File: src/hw/rtl/jsu_pkg.sv
package jsu_pkg;

    localparam int POSITION_BITS_DEF = 16;
    localparam int QUEUE_DEPTH       = 2;   // power of two
    localparam int MAX_BYTES         = 4;

    typedef enum logic [3:0] {
        ST_BYTE       = 4'd0,
        ST_DONE       = 4'd1,
        ST_NO_QUOTE   = 4'd2,
        ST_CONTROL    = 4'd3,
        ST_BAD_ESC    = 4'd4,
        ST_BAD_HEX    = 4'd5,
        ST_NO_LOW     = 4'd6,
        ST_BAD_LOW    = 4'd7,
        ST_UNTERM     = 4'd8,
        ST_INC_ESC    = 4'd9,
        ST_INC_UNI    = 4'd10
    } status_t;

    // All results caused by one item, in delivery order from bytes[0]
    typedef struct packed {
        logic [MAX_BYTES-1:0][7:0] bytes;
        logic [1:0]                last_idx;
        status_t                   status;
        logic [15:0]               position;
    } group_t;

endpackage

File: src/hw/rtl/jsu_front.sv
module jsu_front
    import jsu_pkg::*;
#(
    parameter int POSITION_BITS = POSITION_BITS_DEF
) (
    input  logic       aclk,
    input  logic       aresetn,
    input  logic       accept,
    input  logic [7:0] text_byte,
    input  logic       text_end,
    output logic       push,
    output group_t     grp
);

    localparam int W = ((POSITION_BITS > 16) ? POSITION_BITS : 16) + 2;
    localparam logic [W-1:0] PMAX_W = {{(W-POSITION_BITS){1'b0}}, {POSITION_BITS{1'b1}}};
    localparam logic [POSITION_BITS-1:0] PMAX = {POSITION_BITS{1'b1}};

    typedef enum logic [3:0] {
        M_START   = 4'd0,
        M_DONE    = 4'd1,
        M_IGNORE  = 4'd2,
        M_STR     = 4'd3,
        M_ESC     = 4'd4,
        M_HEX1    = 4'd5,
        M_WANT_BS = 4'd6,
        M_WANT_U  = 4'd7,
        M_HEX2    = 4'd8
    } mode_t;

    mode_t                    mode_reg, mode_next;
    logic [15:0]              acc_reg, acc_next;
    logic [1:0]               cnt_reg, cnt_next;
    logic                     bad_reg, bad_next;
    logic [9:0]               hs_reg, hs_next;
    logic [POSITION_BITS-1:0] pos_reg, pos_next;

    logic                     emit;
    group_t                   g;
    logic [4:0]               hv;
    logic [20:0]              pair_cp;

    function automatic logic [15:0] pos_rel(input logic [POSITION_BITS-1:0] cur,
                                            input logic [1:0] back,
                                            input logic [2:0] fwd);
        logic [W-1:0] c;
        logic [W-1:0] v;
        c = W'(cur);
        if (c >= PMAX_W) begin
            v = PMAX_W;
        end else begin
            v = (c >= W'(back)) ? c - W'(back) : '0;
            v = v + W'(fwd);
            if (v > PMAX_W) begin
                v = PMAX_W;
            end
        end
        return (v > W'(17'h0FFFF)) ? 16'hFFFF : v[15:0];
    endfunction

    function automatic logic [4:0] hex_value(input logic [7:0] c);
        logic [4:0] r;
        r = 5'd16;
        if (c >= "0" && c <= "9") begin
            r = 5'(c - 8'h30);
        end else if (c >= "a" && c <= "f") begin
            r = 5'(c - 8'h57);
        end else if (c >= "A" && c <= "F") begin
            r = 5'(c - 8'h37);
        end
        return r;
    endfunction

    function automatic group_t utf8(input logic [20:0] cp);
        group_t r;
        r = '0;
        r.status = ST_BYTE;
        if (cp <= 21'h7F) begin
            r.bytes[0] = cp[7:0];
        end else if (cp <= 21'h7FF) begin
            r.bytes[0] = {3'b110, cp[10:6]};
            r.bytes[1] = {2'b10, cp[5:0]};
            r.last_idx = 2'd1;
        end else if (cp <= 21'hFFFF) begin
            r.bytes[0] = {4'b1110, cp[15:12]};
            r.bytes[1] = {2'b10, cp[11:6]};
            r.bytes[2] = {2'b10, cp[5:0]};
            r.last_idx = 2'd2;
        end else begin
            r.bytes[0] = {5'b11110, cp[20:18]};
            r.bytes[1] = {2'b10, cp[17:12]};
            r.bytes[2] = {2'b10, cp[11:6]};
            r.bytes[3] = {2'b10, cp[5:0]};
            r.last_idx = 2'd3;
        end
        return r;
    endfunction

    assign hv = hex_value(text_byte);

    always_comb begin
        mode_next = mode_reg;
        acc_next  = acc_reg;
        cnt_next  = cnt_reg;
        bad_next  = bad_reg;
        hs_next   = hs_reg;
        pos_next  = pos_reg;
        emit      = 1'b0;
        g         = '0;
        g.status  = ST_BYTE;
        pair_cp   = '0;

        if (text_end) begin
            case (mode_reg)
                M_START: begin
                    emit = 1'b1; g.status = ST_NO_QUOTE;
                    g.position = pos_rel(pos_reg, 2'd0, 3'd0);
                end
                M_STR: begin
                    emit = 1'b1; g.status = ST_UNTERM;
                    g.position = pos_rel(pos_reg, 2'd0, 3'd0);
                end
                M_ESC: begin
                    emit = 1'b1; g.status = ST_INC_ESC;
                    g.position = pos_rel(pos_reg, 2'd0, 3'd0);
                end
                M_HEX1, M_HEX2: begin
                    emit = 1'b1; g.status = ST_INC_UNI;
                    g.position = pos_rel(pos_reg, cnt_reg, 3'd0);
                end
                M_WANT_BS: begin
                    emit = 1'b1; g.status = ST_NO_LOW;
                    g.position = pos_rel(pos_reg, 2'd0, 3'd0);
                end
                M_WANT_U: begin
                    emit = 1'b1; g.status = ST_NO_LOW;
                    g.position = pos_rel(pos_reg, 2'd1, 3'd0);
                end
                default: ;
            endcase
            // end of text: back to the reset state
            mode_next = M_START;
            acc_next  = '0;
            cnt_next  = '0;
            bad_next  = 1'b0;
            hs_next   = '0;
            pos_next  = '0;
        end else begin
            pos_next = (pos_reg == PMAX) ? pos_reg : pos_reg + POSITION_BITS'(1);
            case (mode_reg)
                M_START, M_DONE: begin
                    if (text_byte == "\"") begin
                        mode_next = M_STR;
                    end else begin
                        emit = 1'b1; g.status = ST_NO_QUOTE;
                        g.position = pos_rel(pos_reg, 2'd0, 3'd0);
                        mode_next = M_IGNORE;
                        acc_next = '0; cnt_next = '0; bad_next = 1'b0;
                    end
                end
                M_STR: begin
                    if (text_byte == "\"") begin
                        mode_next = M_DONE;
                        emit = 1'b1; g.status = ST_DONE;
                    end else if (text_byte < 8'h20) begin
                        emit = 1'b1; g.status = ST_CONTROL;
                        g.position = pos_rel(pos_reg, 2'd0, 3'd1);
                        mode_next = M_IGNORE;
                        acc_next = '0; cnt_next = '0; bad_next = 1'b0;
                    end else if (text_byte == "\\") begin
                        mode_next = M_ESC;
                    end else begin
                        emit = 1'b1; g.bytes[0] = text_byte;
                    end
                end
                M_ESC: begin
                    mode_next = M_STR;
                    emit      = 1'b1;
                    case (text_byte)
                        "\"", "\\", "/": g.bytes[0] = text_byte;
                        "b":             g.bytes[0] = 8'h08;
                        "f":             g.bytes[0] = 8'h0C;
                        "n":             g.bytes[0] = 8'h0A;
                        "r":             g.bytes[0] = 8'h0D;
                        "t":             g.bytes[0] = 8'h09;
                        "u": begin
                            emit = 1'b0;
                            mode_next = M_HEX1;
                            acc_next = '0; cnt_next = '0; bad_next = 1'b0;
                        end
                        default: begin
                            g.status = ST_BAD_ESC;
                            g.position = pos_rel(pos_reg, 2'd0, 3'd1);
                            mode_next = M_IGNORE;
                            acc_next = '0; cnt_next = '0; bad_next = 1'b0;
                        end
                    endcase
                end
                M_HEX1, M_HEX2: begin
                    // after a bad digit the accumulator keeps that digit's index
                    if (!bad_reg) begin
                        if (hv < 5'd16) begin
                            acc_next = {acc_reg[11:0], hv[3:0]};
                        end else begin
                            bad_next = 1'b1;
                            acc_next = {14'd0, cnt_reg};
                        end
                    end
                    if (cnt_reg != 2'd3) begin
                        cnt_next = cnt_reg + 2'd1;
                    end else if (bad_next) begin
                        emit = 1'b1; g.status = ST_BAD_HEX;
                        g.position = pos_rel(pos_reg, 2'd3, {1'b0, acc_next[1:0]} + 3'd1);
                        mode_next = M_IGNORE;
                        acc_next = '0; cnt_next = '0; bad_next = 1'b0;
                    end else if (mode_reg == M_HEX1) begin
                        if (acc_next >= 16'hD800 && acc_next <= 16'hDBFF) begin
                            hs_next   = acc_next[9:0];
                            mode_next = M_WANT_BS;
                        end else begin
                            emit = 1'b1;
                            g = utf8({5'd0, acc_next});
                            mode_next = M_STR;
                        end
                        acc_next = '0; cnt_next = '0; bad_next = 1'b0;
                    end else begin
                        if (acc_next < 16'hDC00 || acc_next > 16'hDFFF) begin
                            emit = 1'b1; g.status = ST_BAD_LOW;
                            g.position = pos_rel(pos_reg, 2'd0, 3'd1);
                            mode_next = M_IGNORE;
                        end else begin
                            pair_cp = 21'h10000 + {1'b0, hs_reg, acc_next[9:0]};
                            emit = 1'b1;
                            g = utf8(pair_cp);
                            mode_next = M_STR;
                        end
                        acc_next = '0; cnt_next = '0; bad_next = 1'b0;
                    end
                end
                M_WANT_BS: begin
                    if (text_byte == "\\") begin
                        mode_next = M_WANT_U;
                    end else begin
                        emit = 1'b1; g.status = ST_NO_LOW;
                        g.position = pos_rel(pos_reg, 2'd0, 3'd0);
                        mode_next = M_IGNORE;
                        acc_next = '0; cnt_next = '0; bad_next = 1'b0;
                    end
                end
                M_WANT_U: begin
                    if (text_byte == "u") begin
                        mode_next = M_HEX2;
                        acc_next = '0; cnt_next = '0; bad_next = 1'b0;
                    end else begin
                        emit = 1'b1; g.status = ST_NO_LOW;
                        g.position = pos_rel(pos_reg, 2'd1, 3'd0);
                        mode_next = M_IGNORE;
                        acc_next = '0; cnt_next = '0; bad_next = 1'b0;
                    end
                end
                default: mode_next = M_IGNORE;
            endcase
        end
    end

    always_ff @(posedge aclk) begin
        if (!aresetn) begin
            mode_reg <= M_START;
            acc_reg  <= '0;
            cnt_reg  <= '0;
            bad_reg  <= 1'b0;
            hs_reg   <= '0;
            pos_reg  <= '0;
        end else if (accept) begin
            mode_reg <= mode_next;
            acc_reg  <= acc_next;
            cnt_reg  <= cnt_next;
            bad_reg  <= bad_next;
            hs_reg   <= hs_next;
            pos_reg  <= pos_next;
        end
    end

    assign push = accept && emit;
    assign grp  = g;

endmodule

File: src/hw/rtl/jsu_queue.sv
module jsu_queue
    import jsu_pkg::*;
(
    input  logic   aclk,
    input  logic   aresetn,
    input  logic   push,
    input  group_t push_grp,
    input  logic   pop,
    output group_t head,
    output logic   not_empty,
    output logic   not_full
);

    localparam int PTR_W = (QUEUE_DEPTH > 1) ? $clog2(QUEUE_DEPTH) : 1;
    localparam int CNT_W = $clog2(QUEUE_DEPTH + 1);

    group_t             slot_reg [QUEUE_DEPTH];
    logic [PTR_W-1:0]   wr_ptr_reg, rd_ptr_reg;
    logic [CNT_W-1:0]   count_reg, count_next;

    assign not_empty = (count_reg != '0);
    assign not_full  = (count_reg != CNT_W'(QUEUE_DEPTH));
    assign head      = slot_reg[rd_ptr_reg];

    always_comb begin
        count_next = count_reg;
        if (push && !pop) begin
            count_next = count_reg + CNT_W'(1);
        end else if (pop && !push) begin
            count_next = count_reg - CNT_W'(1);
        end
    end

    // pointers wrap naturally: depth is a power of two
    always_ff @(posedge aclk) begin
        if (!aresetn) begin
            wr_ptr_reg <= '0;
            rd_ptr_reg <= '0;
            count_reg  <= '0;
        end else begin
            if (push) begin
                wr_ptr_reg <= wr_ptr_reg + PTR_W'(1);
            end
            if (pop) begin
                rd_ptr_reg <= rd_ptr_reg + PTR_W'(1);
            end
            count_reg <= count_next;
        end
    end

    always_ff @(posedge aclk) begin
        if (push) begin
            slot_reg[wr_ptr_reg] <= push_grp;
        end
    end

endmodule

File: src/hw/rtl/jsu_back.sv
module jsu_back
    import jsu_pkg::*;
(
    input  logic        aclk,
    input  logic        aresetn,
    input  group_t      head,
    input  logic        head_valid,
    output logic        pop,
    output logic        m_valid,
    input  logic        m_ready,
    output logic [7:0]  m_out_byte,
    output logic [3:0]  m_status,
    output logic [15:0] m_byte_position,
    output logic        m_last_of_run
);

    logic [1:0] idx_reg;
    logic       last;
    logic       fire;

    assign last            = (idx_reg == head.last_idx);
    assign fire            = head_valid && m_ready;
    assign pop             = fire && last;
    assign m_valid         = head_valid;
    assign m_out_byte      = head.bytes[idx_reg];
    assign m_status        = head.status;
    assign m_byte_position = head.position;
    assign m_last_of_run   = last;

    // step through the bytes of the head group, drop it after the last one
    always_ff @(posedge aclk) begin
        if (!aresetn) begin
            idx_reg <= '0;
        end else if (fire) begin
            idx_reg <= last ? 2'd0 : idx_reg + 2'd1;
        end
    end

endmodule

File: src/hw/rtl/json_string_unescape_utf8.sv
// JSON string unescaper: takes one text byte per accepted item (s_text_end marks end of
// text) and delivers the decoded UTF-8 bytes of one quoted string, then a done or error
// result, each result with m_last_of_run set on the last result an item caused. The
// decoder takes one item per cycle while s_ready is high and registers its results in
// the queue. An item makes 0 to 4 results, and the result port sends one per cycle
// while m_ready is high, so a \u escape holds the result side for one result per UTF-8
// byte. A two-group queue between decoder and result port sets how long the input may
// run ahead: s_ready drops only while both groups are waiting. Error positions count
// text bytes and saturate at 2^POSITION_BITS - 1, reported saturated at 65535.
module json_string_unescape_utf8
    import jsu_pkg::*;
#(
    parameter int POSITION_BITS = POSITION_BITS_DEF
) (
    input  logic        aclk,
    input  logic        aresetn,
    input  logic        s_valid,
    output logic        s_ready,
    input  logic [7:0]  s_text_byte,
    input  logic        s_text_end,
    output logic        m_valid,
    input  logic        m_ready,
    output logic [7:0]  m_out_byte,
    output logic [3:0]  m_status,
    output logic [15:0] m_byte_position,
    output logic        m_last_of_run
);

    logic   accept;
    logic   push;
    group_t push_grp;
    group_t head;
    logic   head_valid;
    logic   pop;
    logic   not_full;

    assign s_ready = not_full;
    assign accept  = s_valid && not_full;

    jsu_front #(
        .POSITION_BITS (POSITION_BITS)
    ) u_front (
        .aclk      (aclk),
        .aresetn   (aresetn),
        .accept    (accept),
        .text_byte (s_text_byte),
        .text_end  (s_text_end),
        .push      (push),
        .grp       (push_grp)
    );

    jsu_queue u_queue (
        .aclk      (aclk),
        .aresetn   (aresetn),
        .push      (push),
        .push_grp  (push_grp),
        .pop       (pop),
        .head      (head),
        .not_empty (head_valid),
        .not_full  (not_full)
    );

    jsu_back u_back (
        .aclk            (aclk),
        .aresetn         (aresetn),
        .head            (head),
        .head_valid      (head_valid),
        .pop             (pop),
        .m_valid         (m_valid),
        .m_ready         (m_ready),
        .m_out_byte      (m_out_byte),
        .m_status        (m_status),
        .m_byte_position (m_byte_position),
        .m_last_of_run   (m_last_of_run)
    );

endmodule

File: config.mk
export PLATFORM = sky130hd
export DESIGN_NAME = json_string_unescape_utf8
export DESIGN_NICKNAME = d
export VERILOG_FILES = /design/src/hw/rtl/jsu_pkg.sv /design/src/hw/rtl/jsu_front.sv /design/src/hw/rtl/jsu_queue.sv /design/src/hw/rtl/jsu_back.sv /design/src/hw/rtl/json_string_unescape_utf8.sv
export SDC_FILE = /design/constraint.sdc
export NUM_CORES = 1
export LEC_CHECK = 0
export ABC_AREA = 0
export BUFFER_PORTS_ARGS = -buffer_cell sky130_fd_sc_hd__buf_2
export CAP_MARGIN = 20
export CORE_ASPECT_RATIO = 0.9
export CORE_MARGIN = 5
export CORE_UTILIZATION = 30
export CTS_CLUSTER_DIAMETER = 100
export DETAILED_ROUTE_END_ITERATION = 12
export MAX_ROUTING_LAYER = met4
export SKIP_LAST_GASP = 1
export SLEW_MARGIN = 25
export SYNTH_ARGS = -nofsm -noshare
export SYNTH_HDL_FRONTEND = slang
export SYNTH_SLANG_ARGS = --single-unit
File: constraint.sdc
create_clock -name aclk -period 12.6 [get_ports aclk]
set_input_delay 0.63 -clock aclk [delete_from_list [all_inputs] [get_ports aclk]]
set_output_delay 0.63 -clock aclk [all_outputs]
set_load 0.01 [all_outputs]
==> results of run 1 <==
[path summary, 6_finish.rpt]
| check | start | to | cells past startpoint |
|---|---|---|---|
| worst max-delay path | s_text_byte[0] | u_queue.slot_reg[1][15] | 16 |
| worst min-delay path | u_front.acc_reg[0] | u_front.acc_reg[0] | 2 |
| worst max register to register | u_front.pos_reg[5] | u_queue.slot_reg[1][15] | 15 |
| worst min register to register | u_front.acc_reg[0] | u_front.acc_reg[0] | 2 |
[layer usage]
layer / vias to the layer above / track usage [%]
li1: 5412 / -
met1: 5866 / 30.0
met2: 616 / 29.8
met3: 62 / 6.24
met4: 0 / 4.90
met5: - / -
[power groups by stage]
stage / clock network, mW / logic [mW] / registers, mW
after floorplan: 0 / 0.272 / 0.603
after global placement: 0 / 0.381 / 0.620
after detailed placement: 0 / 0.382 / 0.622
after CTS: 0.605 / 0.384 / 0.611
after global routing: 0.625 / 0.419 / 0.615
final: 0.595 / 0.388 / 0.610
[worst min-delay path: stages (launching register included)]
cell and delay (ns):
dfxtp_1 0.34, nand2b_1 0.07, a21oi_1 0.05
[area by class of cell]
class                           instances  area share (%)
Tap cell                              532            4.97
Timing Repair Buffer                   79            3.63
Clock inverter                         15            1.85
Multi-Input combinational cell       1126            54.7
Clock buffer                           17            3.18
Antenna cell                            1          0.0187
Sequential cell                       156            30.8
Inverter                               30           0.841
[placed cells by master, fill, tap and decap left out, drive strengths merged, types with 15 or more instances in the layout]
master	n
a211oi	21
a21oi	120
a22oi	29
buf	79
clkbuf	17
dfxtp	56
edfxtp	100
ha	15
inv	37
mux2	28
mux2i	15
nand2	118
nand2b	29
nand3	62
nand4	23
nor2	140
nor3	46
nor4	19
o21ai	91
o31ai	16
or3	25
xnor2	30
xor2	15
[logic make-up (layout without fill, tap and decap cells)]
group,after synthesis,in the layout,share of synthesized area [%]
other,0,1,0
AOI/OAI and AO/OA,451,451,25.6
buffers and inverters,136,141,4.47
muxes,56,56,6.34
xor gates and xnor gates,45,45,3.30
adders and majority gates,17,17,1.91
DFF,156,156,34.5
and+or+nand+nor,557,557,23.9
==> flow_metrics.env, run 1 <==
export IMPL_route_top_layer_used="met4"
export IMPL_crit_path_end_kind="register"
export IMPL_fin_ws_ns=7.31
export IMPL_layout_drive_gt1_share_pct=13.5
export IMPL_p_leak_nw=4.57
export IMPL_utilization_pct=33.9
export IMPL_p_comb_share_pct=24.4
export IMPL_cts_resized_gates=0
export IMPL_period_minus_slack_ns=5.29
export IMPL_rsz0062_at_grt="false"
export IMPL_start_kind="primary input"
export IMPL_outcome="completed"
export IMPL_crit_chain="buf_2 > inv_1 > ha_1 > nor3b_1 > nor3_1 > o31a_1 > nor2_1 > inv_2 > fa_1 > o2111ai_1 > nor2_1 > and3_1 > a211oi_1 > buf_4 > a311oi_1 > or3_1"
export IMPL_drt_met1_wl_um=21400
export IMPL_ios=44
export IMPL_post_synth_num_cell_types=92
export IMPL_synth_fp_nets=1448
export IMPL_syn2layout_area_growth_pct=12.0
export IMPL_final_setup_viol_count=0
export IMPL_max_stage_delay_ns=0.63
export IMPL_drt_total_wl_um=46400
export IMPL_instances_no_fill=1956
export IMPL_crit_top_cell="nor2_1"
export IMPL_reg2reg_slack_ns=7.38
export IMPL_ys_seq_elements=156
export IMPL_dp_cells=1923
export IMPL_synth_async_reset_ratio_pct=0
export IMPL_place_area_um2=12700
export IMPL_slowest_stage="nor3b_1"
export IMPL_seq_area_frac_synth_pct=34.5
export IMPL_numCtsBuffers=17
export IMPL_fin_setup_tns_ns=0
export IMPL_postCtsSetupRepairBufs=0
export IMPL_grt_max_degree=51
export IMPL_syn_avg_cell_area_um2=8.43
export IMPL_synth_warnings=0
export IMPL_grt_pass1_wl_um=69900
export IMPL_netlist_instances=1418
export IMPL_ir_drop_uv=95.8
export IMPL_yosysMostFrequentCell="nor2_1"
export IMPL_nets=1440
export IMPL_drt_iter0_drc=1533
export IMPL_portBuffers=43
export IMPL_finalClockSkew_ns=0.0187
export IMPL_synth_top_area_share_pct=25.1
export IMPL_synthTopCellsByArea="edfxtp_1 (25%), dfxtp_1 (9.4%), a21oi_1 (5.0%)"
export IMPL_p_per_area_nw_per_um2=119
export IMPL_grt_pass1_vias=11200
export IMPL_gr_total_overflow=0
export IMPL_slew_violations=0
export IMPL_seqCellArea_um2=4130
export IMPL_cts_tree="done"
export IMPL_slew_headroom_pct=27.8
export IMPL_hold_viol=0
export IMPL_hpwl_um=34000
export IMPL_drv_cap=0
export IMPL_wl_met3_um=4900
export IMPL_drc_errors=0
export IMPL_drtPass1Iterations=6
export IMPL_yosys_area_top_type="edfxtp_1"
export IMPL_cts_root_buf="clkbuf_16"
export IMPL_min_period_over_period_pct=42.0
export IMPL_clock_latency_ns=0.45
export IMPL_post_place_ws_ns=6.97
export IMPL_crit_type="primary input to register"
export IMPL_fp_dieW_um=220
export IMPL_path_max_fanout=13
export IMPL_tightest_slew_ns=1.07
export IMPL_synth_area_um2=12000
export IMPL_fillCellCount=4158
export IMPL_p_seq_share_pct=38.3
export IMPL_via_count=12000
export IMPL_gp_congestion=0.987
export IMPL_synth_edff_count=100
export IMPL_avgViaCountPerCell=6.11
export IMPL_cts_sinks=156
export IMPL_wire_per_inst_um=23.7
export IMPL_antenna_left=0
export IMPL_yosys_most_used_dff="edfxtp_1"
export IMPL_clockPowerShare_pct=37.4
export IMPL_htreeDepth=4
export IMPL_cts_hold_buf=0
export IMPL_critPathBufInv=4
export IMPL_fp_coreArea_um2=39500
export IMPL_yosys_top_cells_count="nor2_1 (140), a21oi_1 (119), nand2_1 (118)"
export IMPL_power_mw=1.59
export IMPL_placementRows=69
export IMPL_p_sw_share_pct=33.0
export IMPL_finalInstanceArea_um2=13400
export IMPL_path_clk_slew_ns=0.08
export IMPL_cts_max_path_buffers=2
export IMPL_intPower_mw=1.07
export IMPL_multi_input_area_um2=7320
export IMPL_min_delay_path_class="register to register"
export IMPL_grt_use_total_pct=21.2
export IMPL_critPathTopFamily="simple AND/OR/NAND/NOR gates"
export IMPL_switching_power_uw=526
export IMPL_die_area_um2=43900
export IMPL_die_h_um=199
export IMPL_cp_arrival_ns=5.46
export IMPL_fmax_ghz=0.189
export IMPL_antenna_found_initial=1
export IMPL_largest_register_ffs=100
export IMPL_holdWs_ns=0.506
export IMPL_initial_core_util_pct=30.3
export IMPL_dr_wl_met2_um=19300
export IMPL_worstPathRequired_ns=12.77
Note: power is estimated with default switching activity, not from simulation.
==> inputs of run 2 (changes only) <==
--- a/config.mk
+++ b/config.mk
@@ -5,7 +5,7 @@
 export SDC_FILE = /design/constraint.sdc
 export NUM_CORES = 1
 export LEC_CHECK = 0
-export ABC_AREA = 0
+export ABC_AREA = 1
 export BUFFER_PORTS_ARGS = -buffer_cell sky130_fd_sc_hd__buf_2
 export CAP_MARGIN = 20
 export CORE_ASPECT_RATIO = 0.9
==> constraint.sdc (replaced) <==
create_clock -name aclk -period 4.7 [get_ports aclk]
set_input_delay 0.235 -clock aclk [delete_from_list [all_inputs] [get_ports aclk]]
set_output_delay 0.235 -clock aclk [all_outputs]
set_load 0.01 [all_outputs]
==> run 2 against run 1 <==
Die area is 4.1% lower; via count fell by 0.28%; largest cell class unchanged; synthesized area decreased by 4.3%; clock power up 140%; worst setup slack lost 6.5 ns; highest routed layer unchanged; first-iteration DRC count decreased by 9.7%.
==> flow_metrics.env, run 2 <==
export IMPL_numCtsBuffers=17
export IMPL_die_h_um=195
export IMPL_period_minus_slack_ns=3.91
export IMPL_avgViaCountPerCell=5.46
export IMPL_crit_type="register to register"
export IMPL_cts_resized_gates=0
export IMPL_synth_fp_nets=1698
export IMPL_grt_pass1_vias=11200
export IMPL_fp_dieW_um=216
export IMPL_synth_area_um2=11400
export IMPL_hold_viol=0
export IMPL_path_clk_slew_ns=0.08
export IMPL_ys_seq_elements=156
export IMPL_multi_input_area_um2=6360
export IMPL_dp_cells=2153
export IMPL_drtPass1Iterations=6
export IMPL_cts_sinks=156
export IMPL_yosysMostFrequentCell="nand2_1"
export IMPL_holdWs_ns=0.0944
export IMPL_clock_latency_ns=0.43
export IMPL_drt_iter0_drc=1384
export IMPL_portBuffers=43
export IMPL_max_stage_delay_ns=0.55
export IMPL_yosys_top_cells_count="nand2_1 (410), nor2_1 (227), inv_1 (151)"
export IMPL_most_common_layout_cells="nand2_1 (410), nor2_1 (225), inv_1 (150)"
export IMPL_worstPathRequired_ns=4.86
export IMPL_synth_edff_count=100
export IMPL_fillCellCount=3935
export IMPL_nets=1719
export IMPL_initial_core_util_pct=30.5
export IMPL_cts_hold_buf=0
export IMPL_cts_root_buf="clkbuf_16"
export IMPL_fin_ws_ns=0.788
export IMPL_antenna_found_initial=0
export IMPL_instances_no_fill=2185
export IMPL_drv_cap=0
export IMPL_slew_headroom_pct=32.1
export IMPL_power_mw=5.47
export IMPL_hpwl_um=31300
export IMPL_synth_top_area_share_pct=26.3
export IMPL_utilization_pct=34.1
export IMPL_start_kind="register"
export IMPL_slew_violations=0
export IMPL_syn2layout_area_growth_pct=11.9
export IMPL_cts_max_path_buffers=2
export IMPL_gp_congestion=0.994
export IMPL_slowest_stage="dfxtp_1"
export IMPL_min_period_over_period_pct=83.2
export IMPL_via_count=11900
export IMPL_htreeDepth=4
export IMPL_seqCellArea_um2=4120
export IMPL_crit_chain="clkinv_1 > nand2_1 > nor2_1 > nand2_1 > nor2_4 > nand2_1 > nand3_1 > nand2_1 > ha_1 > inv_1 > fa_1 > nand3_1 > nor2_1 > nand2_1 > nor2_1 > nand2_1 > nand2_2 > inv_2 > nand3_1 > nand3_1 > nand3_1 > nand2_1 > nand2_1"
export IMPL_grt_pass1_wl_um=65300
export IMPL_seq_area_frac_synth_pct=36.1
export IMPL_wire_per_inst_um=19.2
export IMPL_synth_xor_area_share_pct=3.45
export IMPL_antenna_cells=0
export IMPL_synth_compound_area_share_pct=17.5
export IMPL_final_common_cell="nand2_1"
export IMPL_muxShareOfSynthArea_pct=0.0875
export IMPL_final_setup_viol_count=0
export IMPL_largest_register_ffs=100
export IMPL_die_area_um2=42100
export IMPL_cts_tree="done"
export IMPL_yosys_most_used_dff="edfxtp_1"
export IMPL_fmax_ghz=0.256
export IMPL_cp_arrival_ns=4.08
export IMPL_drc_errors=0
export IMPL_p_leak_nw=5.25
export IMPL_postCtsSetupRepairBufs=0
export IMPL_syn_avg_cell_area_um2=6.86
export IMPL_post_synth_num_cell_types=49
export IMPL_outcome="completed"
export IMPL_rsz0062_at_grt="false"
export IMPL_netlist_instances=1668
export IMPL_placementRows=67
export IMPL_ios=44
export IMPL_antenna_left=0
export IMPL_ir_drop_uv=226
export IMPL_p_per_area_nw_per_um2=428
export IMPL_grt_use_total_pct=20.0
export IMPL_crit_path_end_kind="register"
export IMPL_synthTopCellsByArea="edfxtp_1 (26%), nand2_1 (13%), dfxtp_1 (9.8%)"
export IMPL_fin_setup_tns_ns=0
export IMPL_yosys_area_top_type="edfxtp_1"
export IMPL_synth_warnings=0
export IMPL_post_place_ws_ns=0.877
export IMPL_drt_total_wl_um=42000
export IMPL_finalInstanceArea_um2=12800
export IMPL_place_area_um2=12200
export IMPL_crit_top_cell="nand2_1"
export IMPL_finalClockSkew_ns=0.0186
export IMPL_synth_top_family_by_area="simple AND/OR/NAND/NOR gates"
export IMPL_critPathTopFamily="simple AND/OR/NAND/NOR gates"
export IMPL_fp_coreArea_um2=37500
export IMPL_tightest_slew_ns=1.01
export IMPL_layout_drive_gt1_share_pct=10.1
export IMPL_synthSimpleGateAreaFrac_pct=32.5
export IMPL_synth_async_reset_ratio_pct=0
export IMPL_min_delay_path_class="primary input to register"
export IMPL_grt_max_degree=54
export IMPL_synthAdderAreaFrac_pct=1.99
export IMPL_path_max_fanout=10
export IMPL_gr_total_overflow=0
export IMPL_critPathBufInv=3
==> run 2: cell types whose count changed in the layout (fill, tap and decap cells not counted), moves of 24 or more <==
cell and change:
xor2_1 +24, or3_1 -25, nand3_1 +56, nand2b_1 -29
inv_1 +122, mux2_2 -28, xnor2_1 -24, nand2_1 +292
nor2_1 +85
==> run 2: logic make-up after synthesis <==
family                   after synthesis
XOR/XNOR                              45
adder cells (fa/ha/maj)               17
flip-flops                           156
AO/OA/AOI/OAI                        336
multiplexers                           1
AND/OR/NAND/NOR                      865
buffers and inverters                248
==> run 2: path summary, 6_finish.rpt <==
kind,from,slack (ns),cells after the start,end
setup / recovery,u_front.pos_reg[7],0.79,23,u_queue.slot_reg[0][8]
hold reg to reg,u_front.hs_reg[9],0.47,2,u_front.hs_reg[9]
hold / removal,aresetn,0.09,3,u_queue.wr_ptr_reg
setup reg to reg,u_front.pos_reg[7],0.79,23,u_queue.slot_reg[0][8]
==> run 2: final cells by class <==
type / instances / area share (%)
clock buffer: 17 / 3.32
clock inverter: 15 / 1.36
inverter: 178 / 5.23
sequential: 156 / 32.2
multi-input combinational: 1264 / 49.7
tap: 483 / 4.72
timing repair buffer: 72 / 3.38
==> run 2: worst register-to-register path: cells and delay by family (launching register included) <==
kind	cells	cell delay [ns]
buffers and inverters	3	0.53
adder cells (fa/ha/maj)	2	0.59
AND/OR/NAND/NOR	18	1.96
flip-flops	1	0.55
==> run 2: where the power goes <==
part	switching [mW]	internal (mW)
combinational	1.56	0.664
clock	0.684	0.717
sequential	0.153	1.69
==> run 2: routing by layer <==
metal  vias to the layer above  GRT usage, %  share of wire [%]
li1                       5683             -                  -
met1                      5551          28.0                 46
met2                       614          29.3                 43
met3                        74          3.69                8.8
met4                         0          6.30                2.7
met5                         -             -                  0
